$ cat config.mk
export PLATFORM = sky130hd
export DESIGN_NAME = monthly_trigger_time_calc
export DESIGN_NICKNAME = d
export VERILOG_FILES = /design/src/sv/mtc_pkg.sv /design/src/sv/monthly_trigger_time_calc.sv /design/src/sv/mtc_alu.sv /design/src/sv/mtc_seq.sv
export SDC_FILE = /design/constraint.sdc
export NUM_CORES = 1
export LEC_CHECK = 0
export BUFFER_PORTS_ARGS = -buffer_cell sky130_fd_sc_hd__buf_4
export CAP_MARGIN = 20
export CELL_PAD_IN_SITES_DETAIL_PLACEMENT = 1
export CELL_PAD_IN_SITES_GLOBAL_PLACEMENT = 1
export CORE_MARGIN = 1.5
export CORE_UTILIZATION = 43
export CTS_BUF_LIST = sky130_fd_sc_hd__clkbuf_8 sky130_fd_sc_hd__clkbuf_16
export DETAILED_ROUTE_END_ITERATION = 7
export PLACE_DENSITY = 0.89
export SYNTH_ARGS = -nofsm -noshare
export SYNTH_HDL_FRONTEND = slang
export SYNTH_SLANG_ARGS = --single-unit
$ cat constraint.sdc
create_clock -name clk -period 8 [get_ports clk]
set_input_delay 1.6 -clock clk [delete_from_list [all_inputs] [get_ports clk]]
set_output_delay 1.6 -clock clk [all_outputs]
set_load 0.02 [all_outputs]
$ cat src/sv/mtc_pkg.sv
// shared types, constants and calendar functions for the monthly trigger calculator
package mtc_pkg;

  localparam int AccW       = 28;
  localparam int YearW      = 11;
  localparam int IterW      = 5;
  localparam int LoopMax    = 24;
  localparam int YearBase   = 1900;
  localparam int MaxCentury = 10;
  localparam int DelayW     = 24;
  localparam int NowW       = 40;
  localparam int TimeW      = 41;
  localparam int CfgIdxW    = 2;
  localparam int CfgDataW   = 6;
  localparam int InDataW    = 80;
  localparam int OutDataW   = 72;

  localparam logic signed [17:0] SecsPerDay  = 18'sd86400;
  localparam logic signed [17:0] SecsPerHour = 18'sd3600;
  localparam logic signed [17:0] SecsPerMin  = 18'sd60;
  localparam logic signed [17:0] SecsPerSec  = 18'sd1;

  localparam logic [3:0] MonthJan = 4'd0;
  localparam logic [3:0] MonthFeb = 4'd1;
  localparam logic [3:0] MonthApr = 4'd3;
  localparam logic [3:0] MonthJun = 4'd5;
  localparam logic [3:0] MonthSep = 4'd8;
  localparam logic [3:0] MonthNov = 4'd10;
  localparam logic [3:0] MonthDec = 4'd11;

  localparam logic [5:0] MaxFixedDay = 6'd31;

  localparam logic REQ_NEXT = 1'b0;
  localparam logic REQ_PREV = 1'b1;

  localparam logic [CfgIdxW-1:0] CFG_DAY    = 2'd0;
  localparam logic [CfgIdxW-1:0] CFG_HOUR   = 2'd1;
  localparam logic [CfgIdxW-1:0] CFG_MINUTE = 2'd2;
  localparam logic [CfgIdxW-1:0] CFG_SECOND = 2'd3;

  typedef enum logic [3:0] {
    ST_IDLE,
    ST_DAY,
    ST_HOUR,
    ST_MIN,
    ST_SEC,
    ST_DECIDE,
    ST_FWD,
    ST_BACK,
    ST_LAST_FWD,
    ST_LAST_BACK,
    ST_FINISH
  } seq_state_t;

  typedef enum logic [1:0] {
    SCALE_DAY,
    SCALE_HOUR,
    SCALE_MIN,
    SCALE_SEC
  } scale_t;

  typedef struct packed {
    logic              load;
    logic              clear;
    scale_t            scale;
    logic signed [6:0] coef;
  } alu_op_t;

  typedef struct packed {
    logic [5:0] day;
    logic [4:0] hour;
    logic [5:0] minute;
    logic [5:0] second;
  } trig_cfg_t;

  typedef struct packed {
    logic       req_type;
    logic [9:0] year;
    logic [3:0] month;
    logic [4:0] day;
    logic [4:0] hour;
    logic [5:0] minute;
    logic [5:0] second;
  } req_t;

  // year is relative to the base year; base is a multiple of four
  function automatic logic leap_year(input logic signed [YearW-1:0] y);
    logic cent;
    logic quad;
    cent = 1'b0;
    quad = 1'b0;
    for (int k = 0; k <= MaxCentury; k++) begin
      if (y == YearW'(k * 100)) begin
        cent = 1'b1;
        if (((k * 100 + YearBase) % 400) == 0) quad = 1'b1;
      end
    end
    return ((y[1:0] == 2'b00) && !cent) || quad;
  endfunction

  function automatic logic [4:0] month_len(input logic signed [YearW-1:0] y,
                                           input logic [3:0] mo);
    logic [4:0] len;
    case (mo) inside
      MonthFeb:                             len = leap_year(y) ? 5'd29 : 5'd28;
      MonthApr, MonthJun, MonthSep, MonthNov: len = 5'd30;
      default:                              len = 5'd31;
    endcase
    return len;
  endfunction

endpackage

$ cat src/sv/monthly_trigger_time_calc.sv
// top level of the monthly trigger time calculator
//
// Computes the next or previous occurrence of a monthly trigger point (day,
// hour, minute, second; day 32 and above means the last day of the month).
// Input stream in_*: one transfer carries the current Unix seconds and the
// broken-down date and time; in_tuser selects next (0) or previous (1).
// Output stream out_*: one transfer per request with the signed delay and
// the absolute trigger time, clamped at zero.
// Config channel cfg_*: index 0..3 writes day, hour, minute, second; it is
// always ready and should only be written while no request is in flight.
// Timing: one request at a time. A shared multiply-accumulate unit works out
// the day, hour, minute and second differences in turn; a decide step follows,
// then a step per month stepped (zero to two on real calendars), then a finish
// step. in_tready is low from the input transfer until the sequencer is back
// in idle after the finish step, so requests do not overlap.
// The result sits in an output register: a stalled receiver holds it, and
// the next request is accepted meanwhile; its result waits in the finish step.
// Reset (rst_n, synchronous) returns to idle, drops out_tvalid and sets the
// trigger point to day 1 at 00:00:00.
module monthly_trigger_time_calc import mtc_pkg::*; (
  input  logic                clk,
  input  logic                rst_n,
  input  logic                in_tvalid,
  output logic                in_tready,
  // now_seconds, year_since_1900, month_index, day_of_month, hour_now,
  // minute_now, second_now, zero pad
  input  logic [InDataW-1:0]  in_tdata,
  // req_type
  input  logic                in_tuser,
  output logic                out_tvalid,
  input  logic                out_tready,
  // delay_seconds, trigger_time, zero pad
  output logic [OutDataW-1:0] out_tdata,
  input  logic                cfg_valid,
  output logic                cfg_ready,
  input  logic [CfgIdxW-1:0]  cfg_index,
  input  logic [CfgDataW-1:0] cfg_data
);

  trig_cfg_t              cfg_r, cfg_nxt;
  logic [NowW-1:0]        now_r;
  logic                   out_valid_r, out_valid_nxt;
  logic [DelayW-1:0]      delay_r;
  logic [TimeW-1:0]       time_r;
  logic                   in_fire;
  logic                   out_free;
  logic                   fin;
  req_t                   item;
  alu_op_t                op;
  logic signed [AccW-1:0] acc;
  logic signed [TimeW:0]  sum;

  assign in_fire   = in_tvalid && in_tready;
  assign out_free  = !out_valid_r || out_tready;
  assign cfg_ready = 1'b1;

  assign item.req_type = in_tuser;
  assign item.year     = in_tdata[49:40];
  assign item.month    = in_tdata[53:50];
  assign item.day      = in_tdata[58:54];
  assign item.hour     = in_tdata[63:59];
  assign item.minute   = in_tdata[69:64];
  assign item.second   = in_tdata[75:70];

  mtc_seq u_seq (
    .clk      (clk),
    .rst_n    (rst_n),
    .in_fire  (in_fire),
    .item     (item),
    .cfg      (cfg_r),
    .acc      (acc),
    .out_free (out_free),
    .in_ready (in_tready),
    .finish   (fin),
    .op       (op)
  );

  mtc_alu u_alu (
    .clk (clk),
    .op  (op),
    .acc (acc)
  );

  always_comb begin
    cfg_nxt = cfg_r;
    if (cfg_valid && cfg_ready) begin
      unique case (cfg_index)
        CFG_DAY:    cfg_nxt.day    = cfg_data;
        CFG_HOUR:   cfg_nxt.hour   = cfg_data[4:0];
        CFG_MINUTE: cfg_nxt.minute = cfg_data;
        CFG_SECOND: cfg_nxt.second = cfg_data;
        default:    cfg_nxt = cfg_r;
      endcase
    end
  end

  always_comb begin
    sum = $signed({2'b00, now_r}) + (TimeW + 1)'(acc);
    out_valid_nxt = out_valid_r;
    if (fin) begin
      out_valid_nxt = 1'b1;
    end else if (out_tready) begin
      out_valid_nxt = 1'b0;
    end
  end

  always_ff @(posedge clk) begin
    if (!rst_n) begin
      cfg_r.day    <= 6'd1;
      cfg_r.hour   <= '0;
      cfg_r.minute <= '0;
      cfg_r.second <= '0;
      out_valid_r  <= 1'b0;
    end else begin
      cfg_r       <= cfg_nxt;
      out_valid_r <= out_valid_nxt;
    end
  end

  always_ff @(posedge clk) begin
    if (in_fire) begin
      now_r <= in_tdata[NowW-1:0];
    end
    if (fin) begin
      delay_r <= acc[DelayW-1:0];
      time_r  <= sum[TimeW] ? '0 : sum[TimeW-1:0];
    end
  end

  assign out_tvalid = out_valid_r;
  assign out_tdata  = {{(OutDataW - DelayW - TimeW){1'b0}}, time_r, delay_r};

  a_busy_after_transfer: assert property (@(posedge clk) disable iff (!rst_n)
    in_fire |=> !in_tready)
    else $error("input ready while a request is in flight");

  a_result_registered: assert property (@(posedge clk) disable iff (!rst_n)
    fin |=> out_tvalid)
    else $error("finished result not presented");

  a_no_take_while_finishing: assert property (@(posedge clk) disable iff (!rst_n)
    fin |-> !in_tready)
    else $error("input accepted during finish step");

endmodule

$ cat src/sv/mtc_alu.sv
// shared multiply-accumulate unit for the delay in seconds
module mtc_alu import mtc_pkg::*; (
  input  logic                   clk,
  input  alu_op_t                op,
  output logic signed [AccW-1:0] acc
);

  logic signed [AccW-1:0] acc_r;
  logic signed [AccW-1:0] acc_nxt;
  logic signed [AccW-1:0] base;
  logic signed [17:0]     scale_k;
  logic signed [24:0]     mul;

  always_comb begin
    unique case (op.scale)
      SCALE_DAY:  scale_k = SecsPerDay;
      SCALE_HOUR: scale_k = SecsPerHour;
      SCALE_MIN:  scale_k = SecsPerMin;
      SCALE_SEC:  scale_k = SecsPerSec;
      default:    scale_k = SecsPerSec;
    endcase
  end

  always_comb begin
    mul     = op.coef * scale_k;
    base    = op.clear ? '0 : acc_r;
    acc_nxt = base + AccW'(mul);
  end

  always_ff @(posedge clk) begin
    if (op.load) begin
      acc_r <= acc_nxt;
    end
  end

  assign acc = acc_r;

endmodule

$ cat src/sv/mtc_seq.sv
// sequencer: day/time difference steps and month walk
module mtc_seq import mtc_pkg::*; (
  input  logic                   clk,
  input  logic                   rst_n,
  input  logic                   in_fire,
  input  req_t                   item,
  input  trig_cfg_t              cfg,
  input  logic signed [AccW-1:0] acc,
  input  logic                   out_free,
  output logic                   in_ready,
  output logic                   finish,
  output alu_op_t                op
);

  seq_state_t state_r, state_nxt;

  logic                    prev_r, prev_nxt;
  logic signed [YearW-1:0] year_r, year_nxt;
  logic [3:0]              mon_r, mon_nxt;
  logic [4:0]              days_r, days_nxt;
  logic [4:0]              day_r, day_nxt;
  logic [4:0]              hour_r, hour_nxt;
  logic [5:0]              min_r, min_nxt;
  logic [5:0]              sec_r, sec_nxt;
  logic [IterW-1:0]        iter_r, iter_nxt;

  logic                    last_day;
  logic [5:0]              tsel;
  logic [3:0]              mon_in;
  logic signed [YearW-1:0] year_in;
  logic [3:0]              fwd_mon, bwd_mon;
  logic signed [YearW-1:0] fwd_year, bwd_year;
  logic [4:0]              fwd_len, bwd_len;
  logic                    acc_nonpos;
  logic                    iter_end;

  always_comb begin
    last_day   = cfg.day > MaxFixedDay;
    tsel       = last_day ? {1'b0, days_r} : cfg.day;
    mon_in     = (item.month > MonthDec) ? MonthDec : item.month;
    year_in    = {1'b0, item.year};
    fwd_mon    = (mon_r == MonthDec) ? MonthJan : mon_r + 4'd1;
    fwd_year   = (mon_r == MonthDec) ? year_r + YearW'(1) : year_r;
    bwd_mon    = (mon_r == MonthJan) ? MonthDec : mon_r - 4'd1;
    bwd_year   = (mon_r == MonthJan) ? year_r - YearW'(1) : year_r;
    fwd_len    = month_len(fwd_year, fwd_mon);
    bwd_len    = month_len(bwd_year, bwd_mon);
    acc_nonpos = acc[AccW-1] || (acc == '0);
    iter_end   = iter_r == IterW'(LoopMax - 1);
  end

  // next state
  always_comb begin
    state_nxt = state_r;
    unique case (state_r)
      ST_IDLE:   if (in_fire) state_nxt = ST_DAY;
      ST_DAY:    state_nxt = ST_HOUR;
      ST_HOUR:   state_nxt = ST_MIN;
      ST_MIN:    state_nxt = ST_SEC;
      ST_SEC:    state_nxt = ST_DECIDE;
      ST_DECIDE: begin
        if (!last_day) begin
          if (prev_r == REQ_NEXT) begin
            state_nxt = (acc_nonpos || ({1'b0, days_r} < cfg.day)) ? ST_FWD : ST_FINISH;
          end else begin
            state_nxt = acc_nonpos ? ST_FINISH : ST_BACK;
          end
        end else begin
          if (prev_r == REQ_NEXT) begin
            state_nxt = acc_nonpos ? ST_LAST_FWD : ST_FINISH;
          end else begin
            state_nxt = acc_nonpos ? ST_FINISH : ST_LAST_BACK;
          end
        end
      end
      ST_FWD: begin
        if (({1'b0, fwd_len} >= cfg.day) || iter_end) state_nxt = ST_FINISH;
      end
      ST_BACK: begin
        if (({1'b0, bwd_len} >= cfg.day) || iter_end) state_nxt = ST_FINISH;
      end
      ST_LAST_FWD:  state_nxt = ST_FINISH;
      ST_LAST_BACK: state_nxt = ST_FINISH;
      ST_FINISH:    if (out_free) state_nxt = ST_IDLE;
      default:      state_nxt = ST_IDLE;
    endcase
  end

  // outputs
  always_comb begin
    in_ready = state_r == ST_IDLE;
    finish   = (state_r == ST_FINISH) && out_free;
    op.load  = 1'b1;
    op.clear = 1'b0;
    op.scale = SCALE_DAY;
    op.coef  = '0;
    unique case (state_r)
      ST_DAY: begin
        op.clear = 1'b1;
        op.coef  = $signed({1'b0, tsel}) - $signed({2'b00, day_r});
      end
      ST_HOUR: begin
        op.scale = SCALE_HOUR;
        op.coef  = $signed({2'b00, cfg.hour}) - $signed({2'b00, hour_r});
      end
      ST_MIN: begin
        op.scale = SCALE_MIN;
        op.coef  = $signed({1'b0, cfg.minute}) - $signed({1'b0, min_r});
      end
      ST_SEC: begin
        op.scale = SCALE_SEC;
        op.coef  = $signed({1'b0, cfg.second}) - $signed({1'b0, sec_r});
      end
      ST_FWD:       op.coef = $signed({2'b00, days_r});
      ST_LAST_FWD:  op.coef = $signed({2'b00, fwd_len});
      ST_BACK:      op.coef = -$signed({2'b00, bwd_len});
      ST_LAST_BACK: op.coef = -$signed({2'b00, days_r});
      ST_IDLE, ST_DECIDE, ST_FINISH: op.load = 1'b0;
      default:      op.load = 1'b0;
    endcase
  end

  // item and calendar registers
  always_comb begin
    prev_nxt = prev_r;
    year_nxt = year_r;
    mon_nxt  = mon_r;
    days_nxt = days_r;
    day_nxt  = day_r;
    hour_nxt = hour_r;
    min_nxt  = min_r;
    sec_nxt  = sec_r;
    iter_nxt = iter_r;
    case (state_r)
      ST_IDLE: begin
        if (in_fire) begin
          prev_nxt = item.req_type;
          year_nxt = year_in;
          mon_nxt  = mon_in;
          days_nxt = month_len(year_in, mon_in);
          day_nxt  = item.day;
          hour_nxt = item.hour;
          min_nxt  = item.minute;
          sec_nxt  = item.second;
        end
      end
      ST_DECIDE: iter_nxt = '0;
      ST_FWD: begin
        year_nxt = fwd_year;
        mon_nxt  = fwd_mon;
        days_nxt = fwd_len;
        iter_nxt = iter_r + IterW'(1);
      end
      ST_BACK: begin
        year_nxt = bwd_year;
        mon_nxt  = bwd_mon;
        days_nxt = bwd_len;
        iter_nxt = iter_r + IterW'(1);
      end
      default: ;
    endcase
  end

  always_ff @(posedge clk) begin
    if (!rst_n) begin
      state_r <= ST_IDLE;
    end else begin
      state_r <= state_nxt;
    end
  end

  always_ff @(posedge clk) begin
    prev_r <= prev_nxt;
    year_r <= year_nxt;
    mon_r  <= mon_nxt;
    days_r <= days_nxt;
    day_r  <= day_nxt;
    hour_r <= hour_nxt;
    min_r  <= min_nxt;
    sec_r  <= sec_nxt;
    iter_r <= iter_nxt;
  end

endmodule

# ---- After elaboration in Yosys (flattened, before gate mapping)
# Cells that the tools add are included.
dict set report totals {
  register_bits 209
  latch_bits 0
  mem_bits_rw 0
  mem_bits_ro 0
  in_bits 94
  wordCells 243
  memories 0
}
dict set report classes {
  addsub 13
  n_mul 1
  div 0
  magnitude_cmp 5
  eq_ne 67
  shift 0
  muxes 94
  n_bitwise 0
  n_reduce_logical 44
}
# op count
set ops {}
lappend ops {{$eq 11x11->1 const B} 10}
lappend ops {{$pmux 18 s4} 1}
lappend ops {{$eq 11x10->1 const B} 6}
lappend ops {{$mux 1} 62}
lappend ops {{$pmux 7 s8} 1}
lappend ops {{$mux 4} 13}
lappend ops {{$eq 10x10->1 const B} 5}
lappend ops {{$add 41x28->42} 1}
lappend ops {{$eq 4x4->1 const B} 10}
lappend ops {{$pmux 4 s10} 1}
lappend ops {{$logic_not 11->1} 3}
lappend ops {{$mux 11} 3}
lappend ops {{$pmux 11 s3} 1}
lappend ops {{$add 28x25->28} 1}
lappend ops {{$eq 4x3->1 const B} 7}
lappend ops {{$logic_not 28->1} 1}
lappend ops {{$mux 28} 1}
lappend ops {{$mul 7x18->25} 1}
lappend ops {{$eq 11x8->1 const B} 2}
lappend ops {{$eq 11x9->1 const B} 2}
lappend ops {{$eq 10x8->1 const B} 2}
lappend ops {{$eq 10x9->1 const B} 2}
lappend ops {{$eq 4x2->1 const B} 5}
lappend ops {{$mux 5} 4}
lappend ops {{other kinds (37)} 79}

# ---- Longest topological paths before layout
dict set report logic_depth {
  depth_word 24
  depth_mapped 39
}

# ---- Modules after synthesis
# Synthesis repeated with hierarchy kept, for this count alone.
dict set report hier_totals {
  cells_unflattened 1787
  area_unflattened_um2 17317.9
}
# mod instances cells_each area_per_inst_um2 seq_area_each_um2
set modules_own_cells {}
lappend modules_own_cells {monthly_trigger_time_calc 1 584 6688.9 3633.5}
lappend modules_own_cells {mtc_seq 1 656 5360.1 1431.4}
lappend modules_own_cells {mtc_alu 1 547 5268.8 840.8}

# ---- Worst setup path before layout
# OpenSTA, ideal clock, no wires.
dict set report synth_timing {
  kind {reg-to-reg}
  start {register u_seq.mon_r[0]}
  end {register u_alu.acc_r[26], in the netlist u_alu.acc[26] (data pin)}
  arrival_time_ns 8.127
  t_required_ns 7.742
  slack_ns -0.385
  stages_incl_launch_ff 38
  synth_period_minus_slack_ns 8.385
  path_cell_list {edfxtp_1 -> inv_1 -> ha_1 -> nor4bb_1 -> buf_4 -> nand2_4 -> o31a_1 -> nor4b_2 -> a21oi_1 -> o311a_1 -> a2111oi_2 -> nand2b_1 -> inv_1 -> mux2i_1 -> ha_1 -> nand3_1 -> o311ai_0 -> a21oi_1 -> (+2 left out) -> inv_1 -> fa_1 -> inv_1 -> fa_1 -> inv_1 -> fa_1 -> inv_1 -> ha_1 -> and4_1 -> o2111a_1 -> o21ai_0 -> a31oi_1 -> o41ai_1 -> o21ai_0 -> nor3_1 -> o21bai_1 -> a21oi_1 -> xnor2_1}
}
dict set report synth_between {
  elab_chain_cells 24
}
# element line_no
set synth_rtl {}
lappend synth_rtl {{from (decl)} mtc_seq.sv:19} ;# logic [3:0] mon_r, mon_nxt;
lappend synth_rtl {{from (signal assigned)} mtc_seq.sv:175} ;# mon_r <= mon_nxt;
lappend synth_rtl {{$logic_not 4->1} {mtc_seq.sv:44, mtc_seq.sv:45}}
lappend synth_rtl {{$mux 11} mtc_seq.sv:45} ;# bwd_year = (mon_r == MonthJan) ? year_r - YearW'(1) : year_r;
lappend synth_rtl {{$logic_not 11->1} mtc_pkg.sv:93} ;# if (y == YearW'(k * 100)) begin
lappend synth_rtl {{$mux 1 (11 in a row)} mtc_pkg.sv:93}
lappend synth_rtl {{$mux 1} mtc_pkg.sv:104} ;# case (mo) inside
lappend synth_rtl {{$logic_not 1->1} mtc_pkg.sv:98} ;# return ((y[1:0] == 2'b00) && !cent) || quad;
lappend synth_rtl {{$logic_and 1x1->1} mtc_pkg.sv:98}
lappend synth_rtl {{$logic_or 1x1->1} mtc_pkg.sv:98}
lappend synth_rtl {{$mux 1} mtc_pkg.sv:105} ;# MonthFeb: len = leap_year(y) ? 5'd29 : 5'd28;
lappend synth_rtl {{$mux 5} mtc_pkg.sv:104}
lappend synth_rtl {{$neg 5->7} mtc_seq.sv:116} ;# ST_BACK: op.coef = -$signed({2'b00, bwd_len});
lappend synth_rtl {{$pmux 7 s8 *} mtc_seq.sv:97} ;# unique case (state_r)
lappend synth_rtl {{$mul 7x18->25 *} mtc_alu.sv:25} ;# mul = op.coef * scale_k;
lappend synth_rtl {{$add 28x25->28 *} mtc_alu.sv:27} ;# acc_nxt = base + AccW'(mul);
lappend synth_rtl {{net u_alu.acc_nxt[26]} mtc_alu.sv:9} ;# logic signed [AccW-1:0] acc_nxt;
lappend synth_rtl {{to (signal assigned)} mtc_alu.sv:32} ;# acc_r <= acc_nxt;
lappend synth_rtl {{to (decl)} mtc_alu.sv:8} ;# logic signed [AccW-1:0] acc_r;
# The timed path passes the listed nets; every way through them passes the cells marked *. The select of a mux whose other input is x is not followed.
# A chain may end at the register's enable or synchronous reset.

# ---- Worst setup path in the final report
dict set report layout_timing {
  start {register u_seq.year_r[0]}
  end {register u_alu.acc_r[27], in the netlist u_alu.acc[27] (data pin)}
}
dict set report layout_between {
  elab_chain_cells 24
}
# element line_no
set layout_rtl {}
lappend layout_rtl {{from (decl)} mtc_seq.sv:18} ;# logic signed [YearW-1:0] year_r, year_nxt;
lappend layout_rtl {{from (signal assigned)} mtc_seq.sv:174} ;# year_r <= year_nxt;
lappend layout_rtl {{$sub 11x2->11} mtc_seq.sv:45}
lappend layout_rtl {{$mux 11} mtc_seq.sv:45}
lappend layout_rtl {{$logic_not 11->1} mtc_pkg.sv:93}
lappend layout_rtl {{$mux 1 (11 in a row)} mtc_pkg.sv:93}
lappend layout_rtl {{$mux 1} mtc_pkg.sv:104}
lappend layout_rtl {{$logic_not 1->1} mtc_pkg.sv:98}
lappend layout_rtl {{$logic_and 1x1->1} mtc_pkg.sv:98}
lappend layout_rtl {{$logic_or 1x1->1} mtc_pkg.sv:98}
lappend layout_rtl {{$mux 1} mtc_pkg.sv:105}
lappend layout_rtl {{$mux 5} mtc_pkg.sv:104}
lappend layout_rtl {{$neg 5->7} mtc_seq.sv:116}
lappend layout_rtl {{$pmux 7 s8 *} mtc_seq.sv:97}
lappend layout_rtl {{$mul 7x18->25 *} mtc_alu.sv:25}
lappend layout_rtl {{$add 28x25->28 *} mtc_alu.sv:27}
lappend layout_rtl {{net u_alu.acc_nxt[27]} mtc_alu.sv:9}
# Marks and branches as above.

==> run_results.csv <==
group,metric,value,unit
status,status,"complete, but fails checks",
status,violations,"setup timing",
routing,drt-total-wl,61400,um
placed_design,dp.cells,2424,
logic_synthesis,syn_avg_cell_area,9.90,um2
global_routing,grt.overflow.total,0,
global_routing,grtUsageTotal,30.1,%
sta,period_share,108,%
floorplan,io_pins,169,
logic_synthesis,yosysTopAreaCell,"edfxtp_1",
cells_and_area,finalNonFillerCells,2506,
routing,drt_iter0_markers,1165,
power_and_ir_drop,p_per_area,433,nW/um2
critical_path,reg2reg_to,"u_alu.acc[27]$_DFFE_PP_",
logic_synthesis,synth-seq-cells,206,
sta,max_freq,0.115,GHz
power_and_ir_drop,internal-power,4.88,mW
logic_synthesis,postSynth.asyncResetShare,0,%
power_and_ir_drop,p_sw_share,46.2,%
logic_synthesis,synthTopCellsByArea,"edfxtp_1 32%, ha_1 13%, fa_1 9.0%",
global_routing,grtUsageMet3,4.71,%
flow_run,cap_violations,0,
sta,holdWs,0.542,ns
floorplan,rows,71,
clock_tree,numCtsBuffers,25,
critical_path,crit_family,"adder cells",
power_and_ir_drop,pwr-share-clk,13.2,%
routing,drc,0,
routing,vias_per_cell,5.84,
global_routing,grt.busiest_layer,"met2",
clock_tree,htree_levels,1,
global_routing,grtUsageMet2,52.1,%
global_routing,grt_max_degree,66,
logic_synthesis,synth.most_common_cell,"inv_1",
routing,wl_per_cell,24.5,um
cells_and_area,fin_util,55.4,%
critical_path,cp-start-kind,"flip-flop",
global_routing,grt.met1_usage,35.1,%
cells_and_area,nets,2312,
clock_tree,cts_tree,"done",
placed_design,gp_congestion,0.921,
power_and_ir_drop,power_switching,4.20,mW
logic_synthesis,synth_cell_types,94,
critical_path,cp.depth,40,
floorplan,die_h,200,um
global_routing,grt_pass1_wl,92000,um
global_routing,grt_pass1_vias,16200,
sta,worst_pin_slew,1.06,ns
sta,fin_crit,8.67,ns
sta,finalSetupTns,-4.52,ns
logic_synthesis,netlist_instances,1680,
power_and_ir_drop,p_leak,9.34,nW
clock_tree,clk_pin_slew,0.07,ns
sta,grt_setup_unrepaired,"true",
logic_synthesis,synth_common_cells,"222 x inv_1, 178 x edfxtp_1, 167 x ha_1",
critical_path,cp_slowest_stage_delay,0.57,ns
sta,drv_slew,0,
power_and_ir_drop,vdd_drop_max,0.450,mV
cells_and_area,regArea,5910,um2
floorplan,initial_utilization,43.9,%
sta,hold_violations,0,
logic_synthesis,syn-cell-area,16600,um2
power_and_ir_drop,combPwrFrac,67.3,%
floorplan,die_area,39900,um2
critical_path,path_buf_inv,10,
critical_path,crit_arrival,9.00,ns
logic_synthesis,synth_edf_count,178,
routing,ant_nets,0,
critical_path,r2r_slack,-0.67,ns
sta,finClkSkew,0.0302,ns
cells_and_area,fillCellCount,4176,
critical_path,crit_type,"reg -> reg",
cells_and_area,multiInputGateArea,10300,um2
logic_synthesis,synth_flop_cell,"edfxtp_1",
logic_synthesis,synth_top_area_share,32.1,%
sta,finalSetupViolations,14,
clock_tree,insertion_delay,0.58,ns
critical_path,r2r_cells,40,
logic_synthesis,seq_area_frac_synth,35.5,%
placed_design,port_buffers,156,
cells_and_area,final_layout_size_suffix_gt1_share,25.4,%
power_and_ir_drop,seqPwrFrac,19.4,%
critical_path,cp_max_fo,3,
min_path,hp-start,"cfg_r[2]$_SDFFE_PN0P_",
clock_tree,cts-root-buf,"clkbuf_16",
floorplan,chipWidth,200,um
sta,setup_ws,-0.670,ns
clock_tree,hold_buffers,0,
floorplan,core_area,37800,um2
min_path,whs_path_depth,2,
sta,relSlewSlack,29.1,%
placed_design,place_hpwl,41000,um
critical_path,cpMostUsedCell,"buf_4",
routing,dr.pass1.iters,6,
routing,num_vias,14600,
clock_tree,clock_sinks,206,
clock_tree,cts_buffer_depth,3,
min_path,hold_class,"reg -> reg",
global_routing,antenna_found_initial,1,
critical_path,cp_slowest_cell,"fa_1",
logic_synthesis,yosysWarnings,0,
cells_and_area,area_growth,26.0,%
critical_path,crit_path_end_kind,"flip-flop",
critical_path,worstReg2RegStart,"u_seq.year_r[0]$_DFFE_PP_",
critical_path,cp.required,8.33,ns
min_path,holdPathEnd,"cfg_r[2]$_SDFFE_PN0P_",
## how the worst max path moves through the flow
stage / to / slack, ns / start
final: u_alu.acc[27]$_DFFE_PP_ / -0.67 / u_seq.year_r[0]$_DFFE_PP_
after global routing: u_alu.acc[27]$_DFFE_PP_ / -0.87 / u_seq.year_r[1]$_DFFE_PP_
after CTS: u_alu.acc[27]$_DFFE_PP_ / -0.51 / u_seq.mon_r[1]$_DFFE_PP_
after detailed placement: u_alu.acc[26]$_DFFE_PP_ / -1.36 / u_seq.year_r[0]$_DFFE_PP_
after global placement: u_alu.acc[26]$_DFFE_PP_ / -0.82 / u_seq.year_r[0]$_DFFE_PP_
after floorplan: u_alu.acc[26]$_DFFE_PP_ / 0.006 / u_seq.year_r[0]$_DFFE_PP_
## placed cells by master (no fill, tap or decap), types with 9 or more instances in the layout
cell type    n
nor2b_1     55
fa_1        68
and2_1      32
ha_1       152
xor2_1      41
nand2_1     79
a21oi_1     70
or2_2       10
mux2i_1     33
nand2b_1    22
nand4_1     11
o21bai_1     9
ha_4        12
inv_1      198
xnor2_1     57
nand3_1     34
o21ai_0     48
nor3_1      28
a21o_1      41
and3_1      11
o21a_1      12
conb_1      10
dfxtp_1     28
clkbuf_16   25
inv_2       27
buf_4      309
nor2_1     130
edfxtp_1   178
o221ai_1    10
## power by group through the flow
stage	registers, mW	logic, mW	clock network [mW]
final	1.76	6.11	1.20
after global routing	1.77	6.57	1.24
after CTS	1.74	5.47	1.20
after detailed placement	1.76	4.88	0
after global placement	1.75	4.44	0
after floorplan	1.63	3.36	0
## flip-flops by register name (all words and copies together), names as in the netlist, 6 cells and up
register      count
time_r           41
now_r            40
u_alu.acc        28
delay_r          24
cfg_r            23
u_seq.year_r     11
u_seq.min_r       6
u_seq.sec_r       6
## worst register-to-register path: cells and delay by family (launching register included)
kind	cells	cell delay, ns
and+or+nand+nor	10	1.75
adders and majority gates	7	2.62
muxes	1	0.17
buffers and inverters	10	1.19
xor gates and xnor gates	2	0.39
AOI/OAI and AO/OA	10	1.95
DFF	1	0.42
## kinds of logic (layout without fill, tap and decap cells)
family	after synthesis	after routing	synth area share, %
fa+ha+maj	242	242	21.6
simple gates	491	491	15.6
mux	36	36	2.18
buf+inv	280	586	6.63
xor+xnor	105	105	5.58
other cells	2	11	0.0452
compound gates	318	318	12.9
flops	206	206	35.5
## per-stage QoR
stage	worst slack (ns)	total power, mW	cell area, um2
final	-0.670	9.07	21000
after global routing	-0.871	9.58	21000
after CTS	-0.509	8.41	20600
after detailed placement	-1.36	6.63	19300
after global placement	-0.818	6.19	19300
after floorplan	0.00577	4.99	16700
## metal layers
metal	vias up	part of all wire, %
met4	0	6.7
met1	7223	38
met2	695	49
li1	6414	-
met3	300	5.9
met5	-	0
## what timing repair did
| item | in CTS | in global routing |
|---|---|---|
| gates cloned | 0 | 0 |
| pin swaps | 59 | 63 |
| setup buffers | 27 | 12 |
| setup endpoints to repair | 18 | 21 |
| resized for setup | 84 | 58 |
## cell type report
type	instances	share of cell area (%)
diodes	1	0.0119
well taps	511	3.05
multi-input cells	1202	49.2
flip-flops and latches	206	28.2
clock inverters	18	0.860
clock buffers	27	3.12
inverters	223	3.99
repair buffers	318	11.6
(Power assumes the default switching activity.)
